==> src/rtl/bpsd_pkg.sv <==
// Shared types and constants of the BMP pixel stream decoder.
// Used by the control, output register and top-level modules; depends on nothing.
package bpsd_pkg;

  // Largest image dimension that the format check accepts.
  localparam int unsigned MaxDim = 1024;

  localparam int unsigned BppW     = 6;
  localparam int unsigned DimW     = 11;
  localparam int unsigned CompW    = 4;
  localparam int unsigned CfgIdxW  = 3;
  localparam int unsigned CfgDataW = 11;
  localparam int unsigned IndexW   = 20;
  localparam int unsigned RgbW     = 24;
  localparam int unsigned ArgbW    = 32;
  localparam int unsigned SlotW    = 8;
  // Row byte counter: up to 2047 pixels of four bytes, rounded up to four.
  localparam int unsigned RowByteW = 13;

  localparam logic [CfgIdxW-1:0] RegBitsPerPixel   = 3'd0;
  localparam logic [CfgIdxW-1:0] RegImageWidth     = 3'd1;
  localparam logic [CfgIdxW-1:0] RegImageHeight    = 3'd2;
  localparam logic [CfgIdxW-1:0] RegCompressionMode = 3'd3;

  localparam logic [BppW-1:0]  ResetBpp    = 6'd32;
  localparam logic [DimW-1:0]  ResetWidth  = 11'd1024;
  localparam logic [DimW-1:0]  ResetHeight = 11'd1024;
  localparam logic [CompW-1:0] ResetComp   = 4'd0;
  localparam logic [IndexW-1:0] ResetRowBase = IndexW'((1024 - 1) * 1024);

  typedef enum logic [1:0] {
    StPixel     = 2'd0,
    StBadFormat = 2'd1,
    StBeyondEnd = 2'd2
  } status_e;

  // One result on its way to the output register.
  typedef struct packed {
    status_e             status;
    logic [IndexW-1:0]   dest_idx;
    logic [ArgbW-1:0]    argb;
    logic                last_pixel;
    logic                use_palette;
    logic                index_zero;
  } result_t;

endpackage

==> src/rtl/bpsd_out.sv <==
// Output register of the BMP pixel stream decoder; merges in the palette read data.
// Depends on bpsd_pkg; the palette RAM read is issued in the cycle the result is loaded.
module bpsd_out import bpsd_pkg::*; (
  input  logic              clk_i,
  input  logic              rst_ni,
  input  logic              res_valid_i,
  input  result_t           res_i,
  input  logic [RgbW-1:0]   pal_rdata_i,
  output logic              load_o,
  output logic              out_valid_o,
  input  logic              out_ready_i,
  output logic [1:0]        status_o,
  output logic [IndexW-1:0] pixel_index_o,
  output logic [ArgbW-1:0]  argb_o,
  output logic              last_pixel_o
);

  logic    valid_q;
  result_t res_q;

  // The register may take a new result whenever it is empty or the held one leaves this cycle.
  assign load_o = !valid_q || out_ready_i;

  always_ff @(posedge clk_i or negedge rst_ni) begin
    if (!rst_ni) begin
      valid_q <= 1'b0;
    end else if (load_o) begin
      valid_q <= res_valid_i;
    end
  end

  always_ff @(posedge clk_i) begin
    if (load_o && res_valid_i) begin
      res_q <= res_i;
    end
  end

  assign out_valid_o   = valid_q;
  assign status_o      = res_q.status;
  assign pixel_index_o = res_q.dest_idx;
  assign last_pixel_o  = res_q.last_pixel;
  assign argb_o        = !res_q.use_palette ? res_q.argb :
                         (res_q.index_zero ? '0 : {8'h00, pal_rdata_i});

endmodule
==> config.mk <==
export PLATFORM = sky130hd
export DESIGN_NAME = bpsd_out
export DESIGN_NICKNAME = d
export VERILOG_FILES = /design/src/rtl/bpsd_pkg.sv /design/src/rtl/bpsd_out.sv
export SDC_FILE = /design/constraint.sdc
export NUM_CORES = 1
export LEC_CHECK = 0
export BUFFER_PORTS_ARGS = -buffer_cell sky130_fd_sc_hd__buf_2
export CORE_MARGIN = 3
export CORE_UTILIZATION = 42
export CTS_CLUSTER_SIZE = 24
export DETAILED_ROUTE_END_ITERATION = 8
export GPL_TIMING_DRIVEN = 0
export PLACE_DENSITY = 0.88
export SETUP_SLACK_MARGIN = 0.05
export SYNTH_ARGS = -nofsm -noshare
export SYNTH_HDL_FRONTEND = slang
export SYNTH_SLANG_ARGS = --single-unit
==> constraint.sdc <==
create_clock -name clk_i -period 2.7 [get_ports clk_i]
set_input_delay 0.405 -clock clk_i [delete_from_list [all_inputs] [get_ports clk_i]]
set_output_delay 0.405 -clock clk_i [all_outputs]
set_load 0.02 [all_outputs]
Word-level counts from Yosys, hierarchy flattened
Cells that the tools add are included.
Widths: inputs -> output; s select.
{"block": "op_classes", "n_mux": 2, "n_reduce_logical": 3}
{"cell": "$mux 32", "count": 1}
{"cell": "$mux 24", "count": 1}
{"cell": "$logic_and 1x1->1", "count": 1}
{"cell": "$logic_not 1->1", "count": 1}
{"cell": "$logic_or 1x1->1", "count": 1}
{"block": "word_totals", "regBits": 58, "input_bits": 85, "out_inout_bits": 57, "wordCells": 12}

Logic depth before layout (Yosys ltp)
{"block": "depth", "ltp_word": 3, "mapped_depth": 4, "depth_no_buf": 2}

Least setup slack after synthesis
Ideal clock, no wire load.
{"block": "synth_timing", "kind": "flip-flop to flip-flop", "startpoint": "register valid_q (netlist: out_valid_o)", "endpoint": "register res_q (netlist bit last_pixel_o) (enable)", "setup_ps": 421, "arrival_ps": 2094, "t_required_ps": 2279, "path_slack_ps": 185, "stages_incl_launch_ff": 3, "path_buffers": 0, "synth_period_minus_slack_ps": 2515, "cell_sequence": "dfrtp_1 > nand2b_1 > and2_1"}
{"block": "synth_via", "elab_chain_cells": 3}
{"element": "from (decl)", "line": "bpsd_out.sv:18", "source": "logic valid_q;"}
{"element": "from (signal assigned)", "line": "bpsd_out.sv:28", "source": "valid_q <= res_valid_i;"}
{"element": "$logic_not 1->1", "line": "bpsd_out.sv:22", "source": "assign load_o = !valid_q || out_ready_i;"}
{"element": "$logic_or 1x1->1", "line": "bpsd_out.sv:22"}
{"element": "named net load_o", "line": "bpsd_out.sv:9", "source": "output logic load_o,"}
{"element": "$logic_and 1x1->1", "line": "bpsd_out.sv:33", "source": "if (load_o && res_valid_i) begin"}
{"element": "to (signal assigned)", "line": "bpsd_out.sv:34", "source": "res_q <= res_i;"}
{"element": "to (decl)", "line": "bpsd_out.sv:19", "source": "result_t res_q;"}
The timed path passes the listed nets, and every way through them passes these cells.
A chain may end at the register's enable or synchronous reset.

Final worst setup path
{"block": "layout_timing", "startpoint": "register res_q[1] in the netlist's numbering", "endpoint": "output argb_o[3]"}
{"block": "layout_via", "elab_chain_cells": 1}
{"element": "$mux 32", "line": "bpsd_out.sv:42", "source": "assign argb_o = !res_q.use_palette ? res_q.argb :"}
{"element": "to (decl)", "line": "bpsd_out.sv:14", "source": "output logic [ArgbW-1:0] argb_o,"}
No other way between the ends.

==> impl_metrics.yaml <==
sta:
  min_period_ns: 1.83
  skew_ns: 0.00846
  fin_setup_tns_ns: 0
  slew_viol_final: 0
  finalHoldViolations: 0
  finalCritPeriodShare: 0.679
  worst_slack_ns: 0.866
  worst_slew_pin_slew_ns: 0.524
  setup-violations-final: 0
  slew_headroom: 0.651
  fmax_mhz: 545
  rsz0062_at_grt: "false"
die:
  num_rows: 26
  core_mm2: 0.00517
  fp.dieW_um: 79.8
  die_area_mm2: 0.00636
  start_util: 0.442
  fp.dieH_um: 79.8
  io_pins: 142
status:
  outcome: "completed"
global_route:
  grt_start_max_net_pins: 37
  grt_first_pass_wirelength_um: 7550
  antenna_found_initial: 0
  grt_pass1_vias: 1475
  grt-ovfl-total: 0
  grtUsageTotal: 0.168
placement:
  gp_congestion: 0.767
  numPortBuffers: 141
  place_ws_ns: 0.950
  placed_cell_area_mm2: 0.00310
  dp_cells: 335
  hpwl_um: 4210
setup_path:
  critPathArrivalTime_ns: 1.43
  cpMaxStageDelayCell: "edfxtp_1"
  worst_ep_required_time_ns: 2.30
  path_delay_family: "flip-flops"
  crit_path_max_incr_delay_ns: 0.42
  cp.buffers_inverters: 2
  crit_path_end_kind: "output port"
  path_class: "reg -> out"
  cp_cell_sequence: "nor2b_4, buf_4, a22o_2, buf_2"
  cp_max_fo: 10
  crit_path_start_kind: "flip-flop"
route:
  ant_nets: 0
  drt_first_pass_iters: 4
  drc: 0
  post_drt_wl_per_cell_um: 15.1
  drtIter0Drc: 114
  num_vias: 1613
  wl_um: 5330
  via_per_inst: 4.58
finish:
  area_growth_pct: 45.2
  design_area_mm2: 0.00332
  regArea_mm2: 0.00174
  fillCellCount: 391
  final_nets: 362
  final_cells: 352
  multi_input_area_um2: 323
  drive_gt1_frac: 0.702
  n_antenna_cell: 0
logic_synthesis:
  synthCells: 123
  synth-seq-cells: 58
  synth_cell_type_count: 13
  syn-num-nets: 208
  synthTopCellsByArea: "edfxtp_1, buf_4, a22o_1, and2b_2, buf_6"
  avgSynthCellArea_um2: 18.6
  yosys_warnings: 0
  yosys.area.top_type: "edfxtp_1"
  netlist.area_leader.share: 0.749
  seq_area_frac_synth: 0.760
  syn_area_mm2: 0.00228
clock_network:
  clk_latency_ns: 0.32
  cts_max_path_buffers: 2
  htreeDepth: 3
  cts-resized-gates: 0
  clock_sinks: 58
  clk_pin_slew_ns: 0.07
  cts_root_buf: "clkbuf_8"
  numCtsBuffers: 9
  cts_tree: "built"
worst_hold_path:
  min_path_type: "in -> reg"
power:
  p_per_area_mw_per_mm2: 661
  peakVddDrop_v: 0.000358
  leakage_uw: 0.00153
run:
  maxCapViolCount: 0
[cell families after synthesis]
| kind of cell | synth area share |
|---|---|
| DFF | 0.760 |
| buffers and inverters | 0.0991 |
| AOI/OAI and AO/OA | 0.0942 |
| and+or+nand+nor | 0.0465 |
[power breakdown]
| group | leakage, uW | total [uW] | switching, uW | internal [uW] |
|---|---|---|---|---|
| clock | 0.000104 | 838 | 325 | 513 |
| combinational | 0.000871 | 288 | 151 | 137 |
| sequential | 0.000554 | 1070 | 16.5 | 1050 |
| total | 0.00153 | 2190 | 493 | 1700 |
[path summary, 6_finish.rpt]
kind / startpoint / endpoint / slack (ns) / cells after the start
setup / recovery: res_q[1] / argb_o[3] / 0.87 / 4
hold / removal: res_i[21] / res_q[21] / 0.25 / 1
setup reg to reg: out_valid_o / res_q[5] / 1.11 / 3
hold reg to reg: out_valid_o / out_valid_o / 0.55 / 2
max in group asynchronous: rst_ni / out_valid_o / 2.23 / 2
min in group asynchronous: rst_ni / out_valid_o / 0.38 / 2
[worst register-to-register path: cells and delay by family, from the launching register on]
kind	cells	cell delay [ns]
flops	1	0.38
simple gates	2	0.61
buf+inv	1	0.29
[layout make-up]
cell class	instances	area share
Buffer	27	0.0656
Clock inverter	6	0.0245
Sequential cell	58	0.523
Multi-Input combinational cell	37	0.0973
Tap cell	70	0.0264
Timing Repair Buffer	143	0.222
Inverter	1	0.00264
Clock buffer	10	0.0385
[state kept, by name, summed over array words and instances (netlist names)]
name,cells
pixel_index_o,20
out_valid_o,1
last_pixel_o,1
status_o,2
res_q,34
[through the flow]
| step | utilization | hold slack [ns] | power, uW |
|---|---|---|---|
| after global routing | 0.642 | 0.216 | 2290 |
| after detailed placement | 0.599 | 0.180 | 1380 |
| after CTS | 0.642 | 0.232 | 2220 |
| after floorplan | - | 0.109 | 1250 |
| final | 0.642 | 0.250 | 2190 |
| after global placement | 0.595 | 0.181 | 1360 |
[Yosys cell counts]
master and number:
buf_4 23, a22o_1 19, nand2_1 1, dfrtp_1 1, nand2b_1 2, buf_6 4
inv_6 1, edfxtp_1 57, and2b_2 8, o2bb2ai_1 1, and2_1 1, nor2b_4 1
a22o_2 4
[cell usage in the layout (no fill, tap or decap), drive strengths merged]
cell / count
clkinv: 3
inv: 1
edfxtp: 57
dlygate4sd3: 1
nand2: 1
bufinv: 2
and2b: 8
clkbuf: 10
nand2b: 2
o2bb2ai: 1
buf: 169
and2: 1
a22o: 23
dfrtp: 1
nor2b: 1
clkinvlp: 1
[what timing repair did]
action | in CTS | in global routing
setup endpoints to repair | 0 | 0
endpoints found under the hold margin | 1 | 0
buffers inserted | 0 | 0
hold buffers | 1 | 0
[routing by layer]
metal,vias up,global-route usage,routed length [um]
met5,-,0,0
met4,0,0.0794,106
met3,8,0.0767,581
met2,94,0.290,2870
met1,752,0.173,1770
li1,759,-,-
(Power assumes the default switching activity.)
