### src/rtl/bpsd_pkg.sv
// Shared types and constants of the BMP pixel stream decoder.
// Used by the control, output register and top-level modules; depends on nothing.
package bpsd_pkg;

  // Largest image dimension that the format check accepts.
  localparam int unsigned MaxDim = 1024;

  localparam int unsigned BppW     = 6;
  localparam int unsigned DimW     = 11;
  localparam int unsigned CompW    = 4;
  localparam int unsigned CfgIdxW  = 3;
  localparam int unsigned CfgDataW = 11;
  localparam int unsigned IndexW   = 20;
  localparam int unsigned RgbW     = 24;
  localparam int unsigned ArgbW    = 32;
  localparam int unsigned SlotW    = 8;
  // Row byte counter: up to 2047 pixels of four bytes, rounded up to four.
  localparam int unsigned RowByteW = 13;

  localparam logic [CfgIdxW-1:0] RegBitsPerPixel   = 3'd0;
  localparam logic [CfgIdxW-1:0] RegImageWidth     = 3'd1;
  localparam logic [CfgIdxW-1:0] RegImageHeight    = 3'd2;
  localparam logic [CfgIdxW-1:0] RegCompressionMode = 3'd3;

  localparam logic [BppW-1:0]  ResetBpp    = 6'd32;
  localparam logic [DimW-1:0]  ResetWidth  = 11'd1024;
  localparam logic [DimW-1:0]  ResetHeight = 11'd1024;
  localparam logic [CompW-1:0] ResetComp   = 4'd0;
  localparam logic [IndexW-1:0] ResetRowBase = IndexW'((1024 - 1) * 1024);

  typedef enum logic [1:0] {
    StPixel     = 2'd0,
    StBadFormat = 2'd1,
    StBeyondEnd = 2'd2
  } status_e;

  // One result on its way to the output register.
  typedef struct packed {
    status_e             status;
    logic [IndexW-1:0]   dest_idx;
    logic [ArgbW-1:0]    argb;
    logic                last_pixel;
    logic                use_palette;
    logic                index_zero;
  } result_t;

endpackage

### src/rtl/bpsd_ctrl.sv
// Configuration registers, row and pixel counters and byte gathering.
// Depends on bpsd_pkg; produces one result per transfer that causes one.
module bpsd_ctrl import bpsd_pkg::*; (
  input  logic                clk_i,
  input  logic                rst_ni,
  input  logic                cfg_valid_i,
  input  logic [CfgIdxW-1:0]  cfg_index_i,
  input  logic [CfgDataW-1:0] cfg_data_i,
  input  logic                byte_valid_i,
  input  logic [7:0]          data_byte_i,
  output logic                res_valid_o,
  output result_t             res_o
);

  logic [BppW-1:0]     bpp_q, bpp_d;
  logic [DimW-1:0]     width_q, width_d;
  logic [DimW-1:0]     height_q, height_d;
  logic [CompW-1:0]    comp_q, comp_d;
  logic [RgbW-1:0]     gather_q, gather_d;
  logic [1:0]          bip_q, bip_d;
  logic [DimW-1:0]     col_q, col_d;
  logic [RowByteW-1:0] rbc_q, rbc_d;
  logic [DimW-1:0]     row_q, row_d;
  logic [IndexW-1:0]   base_q, base_d;

  logic                cfg_hit;
  logic [2*DimW-1:0]   base_prod;
  logic                fmt_ok;
  logic [2:0]          bytes_px;
  logic [RowByteW-1:0] pixel_bytes;
  logic [RowByteW-1:0] row_span;
  logic [RowByteW-1:0] rbc_inc;
  logic [ArgbW-1:0]    argb_direct;

  // Register writes and the new row base that follows from them.
  always_comb begin
    bpp_d    = bpp_q;
    width_d  = width_q;
    height_d = height_q;
    comp_d   = comp_q;
    cfg_hit  = 1'b0;
    if (cfg_valid_i) begin
      unique case (cfg_index_i)
        RegBitsPerPixel: begin
          bpp_d   = cfg_data_i[BppW-1:0];
          cfg_hit = 1'b1;
        end
        RegImageWidth: begin
          width_d = cfg_data_i[DimW-1:0];
          cfg_hit = 1'b1;
        end
        RegImageHeight: begin
          height_d = cfg_data_i[DimW-1:0];
          cfg_hit  = 1'b1;
        end
        RegCompressionMode: begin
          comp_d  = cfg_data_i[CompW-1:0];
          cfg_hit = 1'b1;
        end
        default: cfg_hit = 1'b0;
      endcase
    end
    base_prod = (2*DimW)'(height_d - 11'd1) * (2*DimW)'(width_d);
  end

  assign fmt_ok = (bpp_q == 6'd8 || bpp_q == 6'd24 || bpp_q == 6'd32) && (comp_q == '0) &&
                  (32'(width_q) <= MaxDim) && (32'(height_q) <= MaxDim);

  always_comb begin
    unique case (bpp_q)
      6'd8: begin
        bytes_px    = 3'd1;
        pixel_bytes = RowByteW'(width_q);
      end
      6'd24: begin
        bytes_px    = 3'd3;
        pixel_bytes = RowByteW'(width_q) + (RowByteW'(width_q) << 1);
      end
      default: begin
        bytes_px    = 3'd4;
        pixel_bytes = RowByteW'(width_q) << 2;
      end
    endcase
    // Rows are padded up to a multiple of four bytes.
    row_span = (pixel_bytes + RowByteW'(3)) & ~RowByteW'(3);
  end

  assign rbc_inc     = rbc_q + RowByteW'(1);
  assign argb_direct = {8'h00, gather_q} | (ArgbW'(data_byte_i) << {bip_q, 3'b000});

  always_comb begin
    gather_d = gather_q;
    bip_d    = bip_q;
    col_d    = col_q;
    rbc_d    = rbc_q;
    row_d    = row_q;
    base_d   = base_q;

    res_valid_o       = 1'b0;
    res_o.status      = StPixel;
    res_o.dest_idx    = '0;
    res_o.argb        = '0;
    res_o.last_pixel  = 1'b0;
    res_o.use_palette = 1'b0;
    res_o.index_zero  = 1'b0;

    if (cfg_hit) begin
      // Any register write restarts the image; the palette is kept.
      gather_d = '0;
      bip_d    = '0;
      col_d    = '0;
      rbc_d    = '0;
      row_d    = '0;
      base_d   = (height_d == '0) ? '0 : base_prod[IndexW-1:0];
    end else if (byte_valid_i) begin
      priority if (!fmt_ok) begin
        res_valid_o  = 1'b1;
        res_o.status = StBadFormat;
      end else if (width_q == '0 || height_q == '0 || row_q >= height_q) begin
        res_valid_o  = 1'b1;
        res_o.status = StBeyondEnd;
      end else begin
        if (rbc_q < pixel_bytes) begin
          if ({1'b0, bip_q} + 3'd1 >= bytes_px) begin
            res_valid_o       = 1'b1;
            res_o.dest_idx    = base_q + IndexW'(col_q);
            res_o.argb        = argb_direct;
            res_o.use_palette = (bytes_px == 3'd1);
            res_o.index_zero  = (data_byte_i == 8'h00);
            res_o.last_pixel  = ({1'b0, row_q} + 12'd1 == {1'b0, height_q}) &&
                                ({1'b0, col_q} + 12'd1 == {1'b0, width_q});
            col_d    = col_q + DimW'(1);
            bip_d    = '0;
            gather_d = '0;
          end else begin
            gather_d = argb_direct[RgbW-1:0];
            bip_d    = bip_q + 2'd1;
          end
        end
        rbc_d = rbc_inc;
        if (rbc_inc >= row_span) begin
          rbc_d    = '0;
          col_d    = '0;
          bip_d    = '0;
          gather_d = '0;
          row_d    = row_q + DimW'(1);
          base_d   = base_q - IndexW'(width_q);
        end
      end
    end
  end

  always_ff @(posedge clk_i or negedge rst_ni) begin
    if (!rst_ni) begin
      bpp_q    <= ResetBpp;
      width_q  <= ResetWidth;
      height_q <= ResetHeight;
      comp_q   <= ResetComp;
      gather_q <= '0;
      bip_q    <= '0;
      col_q    <= '0;
      rbc_q    <= '0;
      row_q    <= '0;
      base_q   <= ResetRowBase;
    end else begin
      bpp_q    <= bpp_d;
      width_q  <= width_d;
      height_q <= height_d;
      comp_q   <= comp_d;
      gather_q <= gather_d;
      bip_q    <= bip_d;
      col_q    <= col_d;
      rbc_q    <= rbc_d;
      row_q    <= row_d;
      base_q   <= base_d;
    end
  end

endmodule

### config.mk
export PLATFORM = sky130hd
export DESIGN_NAME = bpsd_ctrl
export DESIGN_NICKNAME = d
export VERILOG_FILES = /design/src/rtl/bpsd_pkg.sv /design/src/rtl/bpsd_ctrl.sv
export SDC_FILE = /design/constraint.sdc
export NUM_CORES = 1
export LEC_CHECK = 0
export ABC_AREA = 1
export BUFFER_PORTS_ARGS = -buffer_cell sky130_fd_sc_hd__buf_2
export CORE_UTILIZATION = 45
export DETAILED_ROUTE_END_ITERATION = 10
export GPL_TIMING_DRIVEN = 0
export SLEW_MARGIN = 10
export SYNTH_ARGS = -nofsm -noshare
export SYNTH_HDL_FRONTEND = slang
export SYNTH_SLANG_ARGS = --single-unit
### constraint.sdc
create_clock -name clk_i -period 6 [get_ports clk_i]
set_input_delay 0.3 -clock clk_i [delete_from_list [all_inputs] [get_ports clk_i]]
set_output_delay 0.3 -clock clk_i [all_outputs]
set_load 0.005 [all_outputs]
; ---- After elaboration in Yosys (flattened, before gate mapping)
; Index checks and enable logic that the tools add are counted.
[op_classes]
eq_ne = 10
mux = 59
magnitude_cmp = 6
n_addsub = 12
n_reduce_logical = 26
n_mul = 1
bitwise = 1
shift = 1
[ops]
columns = op, n
row1 = two-way mux 55 bit, 4
row2 = two-way mux 11 bit, 16
row3 = two-way mux 24 bit, 7
row4 = two-way mux 20 bit, 6
row5 = two-way mux 57 bit, 2
row6 = two-way mux 13 bit, 5
row7 = logical NOT 11 bit, 3
row8 = bitwise OR 24 x 32 -> 32 bit, 1
row9 = << shifter 8 x 5 -> 32 bit, 1
row10 = one-hot mux 13 bit (2 select lines), 1
row11 = adder 11 x 1 -> 12 bit (second input constant), 2
row12 = equality test 12 x 11 -> 1 bit, 2
row13 = adder 11 x 1 -> 11 bit (second input constant), 2
row14 = <= comparator 11 bit (second input constant), 2
row15 = adder 20 x 11 -> 20 bit, 1
row16 = multiplier 12 x 12 -> 20 bit, 1
row17 = subtractor 20 x 11 -> 20 bit, 1
row18 = two-way mux 2 bit, 9
row19 = adder 11 x 12 -> 13 bit, 1
row20 = adder 13 x 1 -> 13 bit (second input constant), 1
row21 = adder 13 x 2 -> 13 bit (second input constant), 1
row22 = greater-or-equal comparator 13 bit, 1
row23 = < comparator 13 bit, 1
row24 = subtractor 11 x 1 -> 12 bit (second input constant), 1
row25 = 24 further kinds, 44
[word_totals]
in_bits = 26
word_cells = 126
regBits = 113

; ---- Logic depth before layout (Yosys ltp)
; Gate-level depths: netlist (run 1).
[logic_depth]
word_depth = 10
ltp_mapped = 41

; ---- Worst setup path after synthesis (run 1)
; Ideal clock, no wire load.
[synth_timing]
path_kind = input-to-reg
start = input cfg_index_i[0]
end = register base_q[16]
setup_time_ns = 0.079
path_buffers = 2
t_required_ns = 5.921
path_slack_ns = -0.051
cell_stages = 40
t_arrival_ns = 5.972
cell_sequence = buf_6 -> nor2_8 -> buf_12 -> nand3_2 -> nand2_2 -> ha_1 -> inv_1 -> nor2_8 -> inv_1 -> nor2_1 -> inv_1 -> o21ai_0 -> nand2_1 -> clkinv_1 -> nand2_1 -> fa_1 -> fa_1 -> inv_1 -> (+4 left out) -> inv_1 -> ha_1 -> nand2_1 -> nor3_1 -> nand2_1 -> o211ai_1 -> nand2_1 -> nand2_1 -> nand2_1 -> nand2_1 -> nand2_1 -> nand2_1 -> a21oi_1 -> a21oi_1 -> o21ai_0 -> nand2_1 -> nand2_1 -> o21ai_0
[synth_between]
elab_chain_len = 7
word_cells_on_any_way = 21
cone_classes = 1 x add/sub / 1 x mul / 4 x eq/ne / 8 x mux / 7 x reduce/logical
[synth_lines]
columns = element, line_no
row1 = from (decl), bpsd_ctrl.sv:7  ; input logic [CfgIdxW-1:0] cfg_index_i,
row2 = equality test 3 x 2 -> 1 bit, bpsd_ctrl.sv:43  ; unique case (cfg_index_i)
row3 = two-way mux 11 bit, bpsd_ctrl.sv:43
row4 = two-way mux 11 bit, bpsd_ctrl.sv:42  ; if (cfg_valid_i) begin
row5 = subtractor 11 x 1 -> 12 bit, bpsd_ctrl.sv:63  ; base_prod = (2*DimW)'(height_d - 11'd1) * (2*DimW)'(width_d);
row6 = multiplier 12 x 12 -> 20 bit, bpsd_ctrl.sv:63
row7 = two-way mux 20 bit, bpsd_ctrl.sv:114  ; base_d = (height_d == '0) ? '0 : base_prod[IndexW-1:0];
row8 = two-way mux 20 bit, bpsd_ctrl.sv:107  ; if (cfg_hit) begin
row9 = to (signal assigned), bpsd_ctrl.sv:164  ; base_q <= ResetRowBase;
row10 = to (signal assigned), bpsd_ctrl.sv:175  ; base_q <= base_d;
row11 = to (decl), bpsd_ctrl.sv:24  ; logic [IndexW-1:0] base_q, base_d;
; Several ways; a longest one is shown, not always the timed one.
; A chain may end at the register's enable or synchronous reset.

; ---- Worst setup path after layout (run 1)
[layout_timing]
start = register height_q[1]
end = register base_q[15]
[layout_between]
elab_chain_len = 6
word_cells_on_any_way = 16
cone_classes = 1 x add/sub / 1 x mul / 2 x order compare / 1 x eq/ne / 4 x mux / 7 x reduce/logical
[layout_lines]
columns = element, line_no
row1 = from (decl), bpsd_ctrl.sv:17  ; logic [DimW-1:0] height_q, height_d;
row2 = from (signal assigned), bpsd_ctrl.sv:157  ; height_q <= ResetHeight;
row3 = from (signal assigned), bpsd_ctrl.sv:168  ; height_q <= height_d;
row4 = two-way mux 11 bit, bpsd_ctrl.sv:43
row5 = two-way mux 11 bit, bpsd_ctrl.sv:42
row6 = subtractor 11 x 1 -> 12 bit, bpsd_ctrl.sv:63
row7 = multiplier 12 x 12 -> 20 bit, bpsd_ctrl.sv:63
row8 = two-way mux 20 bit, bpsd_ctrl.sv:114
row9 = two-way mux 20 bit, bpsd_ctrl.sv:107
; Several ways; a longest one is shown, not always the timed one.

==> results.toml, run 1 <==
[clock_network]
cts_tree = "built"
clock-sinks = 113
cts_buffers = 17
cts-htree-levels = 4
cts_root_buf = "clkbuf_16"
clk_latency_ns = 0.44
cts.path.max_buffers = 2
clk_pin_slew_ns = 0.06

[placement]
placed_area_sq_um = 15300
place_hpwl_mm = 33.0
port_buffers = 82
gp_congestion = 0.911

[detailed_routing]
ant_nets = 0
vias = 13200
drt_first_pass_iters = 7
drt-total-wl_mm = 41.1
drc = 0
viasPerCell = 5.24
drt_iter0_markers = 812
wl_per_cell_microns = 16.3

[layout]
area_growth_pct = 16.0
fin_area_sq_um = 16600
fillers = 3093
diodes = 0
drive_gt1_frac = 0.172
num-nets-final = 2366

[worst_setup_path]
cpMostUsedCell = "nand2_2"
required_ns = 6.36
rr_endpoint = "base_q[15]"
timing.reg2reg.setup_slack_ns = 0.24
cp-start-kind = "flop"
worstSetupEndpointType = "flop"
cp_top_family = "adder cells"
critPathMaxStageDelay_ns = 0.55
slowest_stage = "fa_1"
cp-endpoint = "base_q[15]"
worst-path-buf-inv = 8
crit_fanout = 7
crit_type = "flop to flop"
r2r_cells = 35
r2r_start = "height_q[1]"
crit_cells = 35
worstPathArrival_ns = 6.12
critPathLaunch = "height_q[1]"

[global_routing]
grt_usage = 0.259
antenna_found_initial = 0
grt_pass1_vias = 13000
grt_pass1_wl_mm = 66.9
grt_max_degree = 73
grt_overflow = 0

[flow_run]
cap_violations = 0

[sta]
fmax_mhz = 174
final_max_slew_viol_count = 0
period_share = 0.959
hold_viol = 0
fin_crit_ns = 5.76
setup_viol_count_final = 0
worst-slew-pin-transition_ns = 0.947
worst_hold_slack_ns = 0.198
fin_worst_skew_ns = 0.0122
maxSlewHeadroom = 0.352
rsz0062_at_grt = "yes"

[yosys]
yosysWarningCount = 0
yosys.area.top_type = "dfrtp_1"
yosysTopAreaCellShare = 0.174
synth_edf_count = 0
synth_area_sq_um = 14300
syn_area_per_cell_sq_um = 7.30
synthArstFlopShare = 1.00
synth_cell_types = 61
synth_nets = 2224
synth_area_leaders = "dfrtp_1, fa_1, nand2_1"
synth_seq_area_share = 0.198
ys_ff_latch = 113
ys_top_cells_by_count = "nand2_1, inv_1, nor2_1, ha_1, fa_1"
synth.most_common_cell = "nand2_1"
synthFlopType = "dfrtp_1"
netlist_instances = 1966

[die]
coreArea_sq_um = 31500
die_y_microns = 181
fp-row-count = 65
pin_count = 84
initial_core_util = 0.456
die_w_microns = 181
die-area_sq_um = 32600

[min_path]
hp-class = "input pin to flop"

[outcome]
outcome = "finished clean"
metal layers:
metal,track usage,share of wire,vias to the layer above
li1,-,-,6495
met1,0.321,0.43,6357
met2,0.463,0.50,297
met3,0.0259,0.035,61
met4,0.0940,0.033,0
met5,0,0,-
sequential cells by signal (all words and copies together) (netlist names):
register,count
base_q,20
height_q,11
col_q,11
comp_q,4
bpp_q,6
bip_q,2
rbc_q,13
width_q,11
gather_q,24
row_q,11
cell families after synthesis:
family / after synthesis / share of synthesized area
and+or+nand+nor: 815 / 0.264
buffers and inverters: 465 / 0.129
AOI/OAI and AO/OA: 276 / 0.112
adders and majority gates: 232 / 0.258
DFF: 113 / 0.198
xor gates and xnor gates: 65 / 0.0397
repair_timing:
item                       CTS  global route
pin swaps                   16            63
hold endpoints to repair    38             0
gates cloned                 0             1
gates resized for setup     37            96
setup endpoints to repair    9             8
setup buffers               23            20
hold buffers                 1             0
through the flow:
step           utilization  TNS [ns]  std cells  setup WS, ns
6_report             0.529         0       2523         0.244
5_1_grt              0.529    -0.348       2523       -0.0857
4_1_cts              0.513         0       2502        0.0237
3_5_place_dp         0.486     -8.50       2451         -1.17
3_3_place_gp         0.485     -7.79       2450         -1.09
2_1_floorplan            -   -0.0247       1966       -0.0247
how the worst min path moves through the flow:
| stage | startpoint | to | slack (ns) | depth (start not counted) |
|---|---|---|---|---|
| floorplan | rst_ni | base_q[0] | 0.004 | 0 |
| global placement | comp_q[0] | comp_q[0] | 0.47 | 2 |
| detailed placement | rst_ni | rbc_q[2] | 0.25 | 1 |
| CTS | cfg_data_i[5] | bpp_q[5] | 0.19 | 3 |
| global route | cfg_data_i[5] | bpp_q[5] | 0.21 | 3 |
| finish | cfg_data_i[5] | bpp_q[5] | 0.20 | 3 |
final cells by class:
type,count,area (sq um),area share
Clock buffer,21,450,0.0271
Inverter,416,1600,0.0960
Multi-Input combinational cell,1388,10000,0.602
Buffer,44,278,0.0167
Timing Repair inverter,1,7.51,0.000451
Timing Repair Buffer,127,801,0.0481
Sequential cell,113,2850,0.171
Tap cell,402,503,0.0302
Clock inverter,11,136,0.00820
worst reg2reg max path: cells and delay by family, from the launching register on:
family | cells | cell delay [ns]
buffers and inverters | 8 | 0.46
AO/OA/AOI/OAI | 5 | 0.69
AND/OR/NAND/NOR | 15 | 1.19
flip-flops | 1 | 0.40
adder cells (fa/ha/maj) | 7 | 2.94
cells in the final DEF (no fill, tap or decap), types with 6 or more instances in the layout:
master     count
a21oi_2        8
ha_4          12
a31oi_1       13
nand3_1       78
nor3_1        24
nand2_4        7
nand3_2       12
dfstp_2       13
buf_4         43
o21ai_1        6
nor3b_2       10
nor2_1       145
inv_1        377
o21ai_2        7
buf_2         88
nor3b_1       15
xor2_1        49
nand2_2       42
clkbuf_16     17
a21oi_1       75
o22ai_1       24
inv_2         26
clkinv_2       7
o31ai_1       21
o21ai_0       87
nand4_1       30
dfrtp_1       99
fa_1         104
ha_1         113
clkbuf_1      22
nor2_4        11
nand2_1      410
buf_6         13
nor4_1         7
xnor2_1       16
Power of run 1 is left out: the tool's default activity adds up to more than one toggle a clock period on the data nets, which glitch-free logic cannot reach.
==> run 2: changes to the inputs <==
--- a/config.mk
+++ b/config.mk
@@ -10,6 +10,7 @@
 export CORE_UTILIZATION = 45
 export DETAILED_ROUTE_END_ITERATION = 10
 export GPL_TIMING_DRIVEN = 0
+export PLACE_DENSITY = 0.69
 export SLEW_MARGIN = 10
 export SYNTH_ARGS = -nofsm -noshare
 export SYNTH_HDL_FRONTEND = slang
==> results.toml, run 2 (synthesis results as in run 1) <==
[outcome]
outcome = "finished clean"

[sta]
finalSetupTns_ns = 0
rsz0062_at_grt = "yes"
fin_worst_skew_ns = 0.0139
fmax_mhz = 171
hold_viol = 0
worst-slew-pin-transition_ns = 0.941
fin_crit_ns = 5.86
maxSlewHeadroom = 0.357
final_max_slew_viol_count = 0
setup_viol_count_final = 0
period_share = 0.977

[die]
pin_count = 84
die-area_sq_um = 32600
fp-row-count = 65
die_w_microns = 181
initial_core_util = 0.456
die_y_microns = 181
coreArea_sq_um = 31500

[worst_setup_path]
critPathMaxStageDelay_ns = 0.49
worstPathArrival_ns = 6.22
worstSetupEndpointType = "flop"
r2r_cells = 37
r2r_start = "height_q[1]"
crit_type = "flop to flop"
slowest_stage = "fa_1"
cp-start-kind = "flop"
cpMostUsedCell = "nand2_1"
rr_endpoint = "base_q[16]"
crit_fanout = 6
timing.reg2reg.setup_slack_ns = 0.14
required_ns = 6.36

[clock_network]
clock-sinks = 113
cts-htree-levels = 4
cts_tree = "built"
clk_pin_slew_ns = 0.06
cts_buffers = 17
cts.path.max_buffers = 2
cts_root_buf = "clkbuf_16"
clk_latency_ns = 0.43

[placement]
gp_congestion = 0.926
port_buffers = 82
place_hpwl_mm = 32.0

[layout]
multi_input_area_sq_um = 9940
diodes = 0
ff_latch_area_sq_um = 2850
final_common_cell = "nand2_1"
top_register = "gather_q"
fillers = 3008
drive_gt1_frac = 0.162
largest_reg_flops = 24
area_growth_pct = 15.7
num-nets-final = 2362
reg.largest.list = "gather_q: 24 flops, base_q: 20 flops, rbc_q: 13 flops"
final_cell_mix = "nand2_1, inv_1, nor2_1"

[detailed_routing]
wl_per_cell_microns = 15.8
viasPerCell = 5.25
drt-total-wl_mm = 39.8
drc = 0
ant_nets = 0
vias = 13200
drt_first_pass_iters = 5
drt_iter0_markers = 990

[global_routing]
grt_pass1_wl_mm = 65.8
grt_usage = 0.251
antenna_found_initial = 0
grt_max_degree = 71
grt_pass1_vias = 13000
grt_overflow = 0

[min_path]
hold_path_startpoint = "cfg_data_i[5]"
hp-class = "input pin to flop"
min_to = "bpp_q[5]"
min_path_cells = 3

[flow_run]
cap_violations = 0
run 2: routing by layer:
metal	vias up	wire, microns	track usage
met5	-	0	0
met4	0	1100	0.0821
met2	399	19300	0.438
met1	6272	17400	0.326
li1	6489	-	-
met3	72	1980	0.0228
run 2: worst max-delay path by stage:
stage | startpoint | end | slack [ns]
final | height_q[1] | base_q[16] | 0.14
after global routing | height_q[0] | base_q[16] | -0.15
after CTS | width_q[0] | base_q[19] | 0.003
after detailed placement | cfg_valid_i | base_q[15] | -1.07
after global placement | cfg_valid_i | base_q[16] | -1.02
after floorplan | cfg_index_i[0] | base_q[16] | -0.02
run 2: through the flow:
| stage | hold slack [ns] | cell area [sq um] | std cells | util | worst slack [ns] |
|---|---|---|---|---|---|
| after floorplan | 0.00441 | 14400 | 1966 | - | -0.0247 |
| after CTS | 0.178 | 16200 | 2496 | 0.513 | 0.00306 |
| after global routing | 0.209 | 16600 | 2519 | 0.528 | -0.148 |
| final | 0.188 | 16600 | 2519 | 0.528 | 0.141 |
| after global placement | 0.470 | 15300 | 2450 | 0.485 | -1.02 |
| after detailed placement | 0.250 | 15300 | 2451 | 0.486 | -1.07 |
run 2: layout make-up:
| class | count | area share |
|---|---|---|
| plain buffers | 46 | 0.0174 |
| repair buffers | 122 | 0.0465 |
| clock inverters | 9 | 0.0107 |
| well taps | 402 | 0.0303 |
| inverters | 416 | 0.0956 |
| multi-input cells | 1388 | 0.599 |
| clock buffers | 23 | 0.0294 |
| flip-flops and latches | 113 | 0.171 |
run 2: what timing repair did:
item | CTS | global route
hold buffers | 1 | 0
setup endpoints to repair | 9 | 9
pin swaps | 9 | 43
endpoints found under the hold margin | 40 | 0
setup buffers | 13 | 25
resized for setup | 31 | 82
run 2: worst max-delay path: cells and delay by family (launching register included):
family	cells	cell delay, ns
buffers and inverters	8	0.62
adders and majority gates	6	2.71
DFF	1	0.40
and+or+nand+nor	17	1.43
AOI/OAI and AO/OA	6	0.66
Power of run 2 is left out for the same reason.
==> run 3: changes to the inputs <==
--- a/config.mk
+++ b/config.mk
@@ -7,6 +7,7 @@
 export LEC_CHECK = 0
 export ABC_AREA = 1
 export BUFFER_PORTS_ARGS = -buffer_cell sky130_fd_sc_hd__buf_2
+export CORE_ASPECT_RATIO = 1.2
 export CORE_UTILIZATION = 45
 export DETAILED_ROUTE_END_ITERATION = 10
 export GPL_TIMING_DRIVEN = 0
==> results.toml, run 3 (synthesis results as in run 1) <==
[clock_network]
cts_root_buf = "clkbuf_16"
cts-htree-levels = 4
clk_pin_slew_ns = 0.06
cts.path.max_buffers = 2
clk_latency_ns = 0.44
clock-sinks = 113
cts_buffers = 17
cts_tree = "built"

[layout]
top_register = "gather_q"
fin_area_sq_um = 16500
reg.largest.list = "gather_q: 24 flops, base_q: 20 flops, rbc_q: 13 flops"
final_cell_mix = "nand2_1, inv_1, nor2_1"
area_growth_pct = 15.3
diodes = 0
final_common_cell = "nand2_1"
largest_reg_flops = 24
drive_gt1_frac = 0.168
stdcell_count = 2518
num-nets-final = 2362
fillers = 2970

[placement]
gp_congestion = 0.916
port_buffers = 82
place_inst = 2450
placed_area_sq_um = 15300
pre_cts_ws_ns = -1.17
place_hpwl_mm = 31.9

[worst_setup_path]
r2r_start = "height_q[1]"
required_ns = 6.36
critPathLaunch = "height_q[1]"
worstSetupEndpointType = "flop"
crit_type = "flop to flop"
slowest_stage = "fa_1"
crit_fanout = 7
critPathMaxStageDelay_ns = 0.55
cpMostUsedCell = "nand2_1"
worstPathArrival_ns = 6.15
cp-start-kind = "flop"

[detailed_routing]
ant_nets = 0
drt-total-wl_mm = 39.7
wl_per_cell_microns = 15.8
viasPerCell = 5.26
vias = 13200
drt_first_pass_iters = 5
drt_iter0_markers = 901
drc = 0

[sta]
final_max_slew_viol_count = 0
period_share = 0.965
maxSlewHeadroom = 0.416
rsz0062_at_grt = "yes"
timing.final.ws_setup_ns = 0.212
fin_worst_skew_ns = 0.0139
fmax_mhz = 173
worst-slew-pin-transition_ns = 0.854
hold_viol = 0
setup_viol_count_final = 0
fin_crit_ns = 5.79

[die]
die_y_microns = 198
pin_count = 84
die-area_sq_um = 32600
initial_core_util = 0.458
fp-row-count = 71
die_w_microns = 165
coreArea_sq_um = 31400

[global_routing]
met2_usage = 0.462
met1_usage = 0.302
grt_pass1_vias = 13200
grt_max_degree = 85
top_usage_layer = "met2"
antenna_found_initial = 0
grt_usage = 0.255
grt_overflow = 0
grt_pass1_wl_mm = 65.1
grt_use_met3 = 0.0246

[min_path]
hold_path_startpoint = "cfg_data_i[5]"
hp-class = "input pin to flop"

[flow_run]
cap_violations = 0

[outcome]
outcome = "finished clean"
run 3: cell count changes in the layout (fill, tap and decap cells not counted), moves of 3 or more:
cell       change
clkbuf_8       -3
nor2_2         +4
nor2_4         -4
o21ai_2        +3
fa_1           -5
fa_2           +5
bufinv_16      -3
inv_6          +4
run 3: worst paths after layout:
check                        endpoint  slack (ns)  cells after the start
setup / recovery           base_q[16]        0.21                     36
hold / removal               bpp_q[5]        0.17                      3
setup reg to reg           base_q[16]        0.21                     36
hold reg to reg            base_q[10]        0.49                      2
max in group asynchronous  base_q[12]        4.92                      3
min in group asynchronous    rbc_q[0]        0.30                      2
run 3: through the flow:
stage	TNS [ns]	hold WS, ns	util
2_1_floorplan	-0.0247	0.00441	-
3_3_place_gp	-8.23	0.467	0.487
3_5_place_dp	-8.71	0.198	0.488
4_1_cts	0	0.161	0.513
5_1_grt	-0.119	0.208	0.527
6_report	0	0.167	0.527
run 3: worst max-delay path, delay by kind of cell, from the launching register on:
kind / cells / cell delay (ns)
AND/OR/NAND/NOR: 17 / 1.43
flip-flops: 1 / 0.39
buffers and inverters: 7 / 0.49
AO/OA/AOI/OAI: 6 / 0.62
adder cells (fa/ha/maj): 6 / 2.79
run 3: final cells by class:
| class | count | area (sq um) | area share |
|---|---|---|---|
| inverters | 416 | 1590 | 0.0961 |
| well taps | 401 | 502 | 0.0303 |
| plain buffers | 45 | 278 | 0.0168 |
| clock inverters | 14 | 154 | 0.00931 |
| flip-flops and latches | 113 | 2850 | 0.172 |
| multi-input cells | 1388 | 9970 | 0.603 |
| repair buffers | 123 | 762 | 0.0461 |
| clock buffers | 18 | 439 | 0.0266 |
run 3: repair_timing:
action | in CTS | in global routing
hold buffers | 1 | 0
buffers inserted | 18 | 21
resized for setup | 34 | 85
pin swaps | 10 | 56
endpoints found under the hold margin | 26 | 0
setup endpoints to repair | 9 | 8
run 3: routing by layer:
metal  part of all wire  wire length (microns)  vias to the layer above
met1               0.41                  16200                     6320
li1                   -                      -                     6482
met4              0.039                   1560                        0
met5                  0                      0                        -
met2               0.51                  20300                      352
met3              0.042                   1650                       85
Power of run 3 is left out for the same reason.
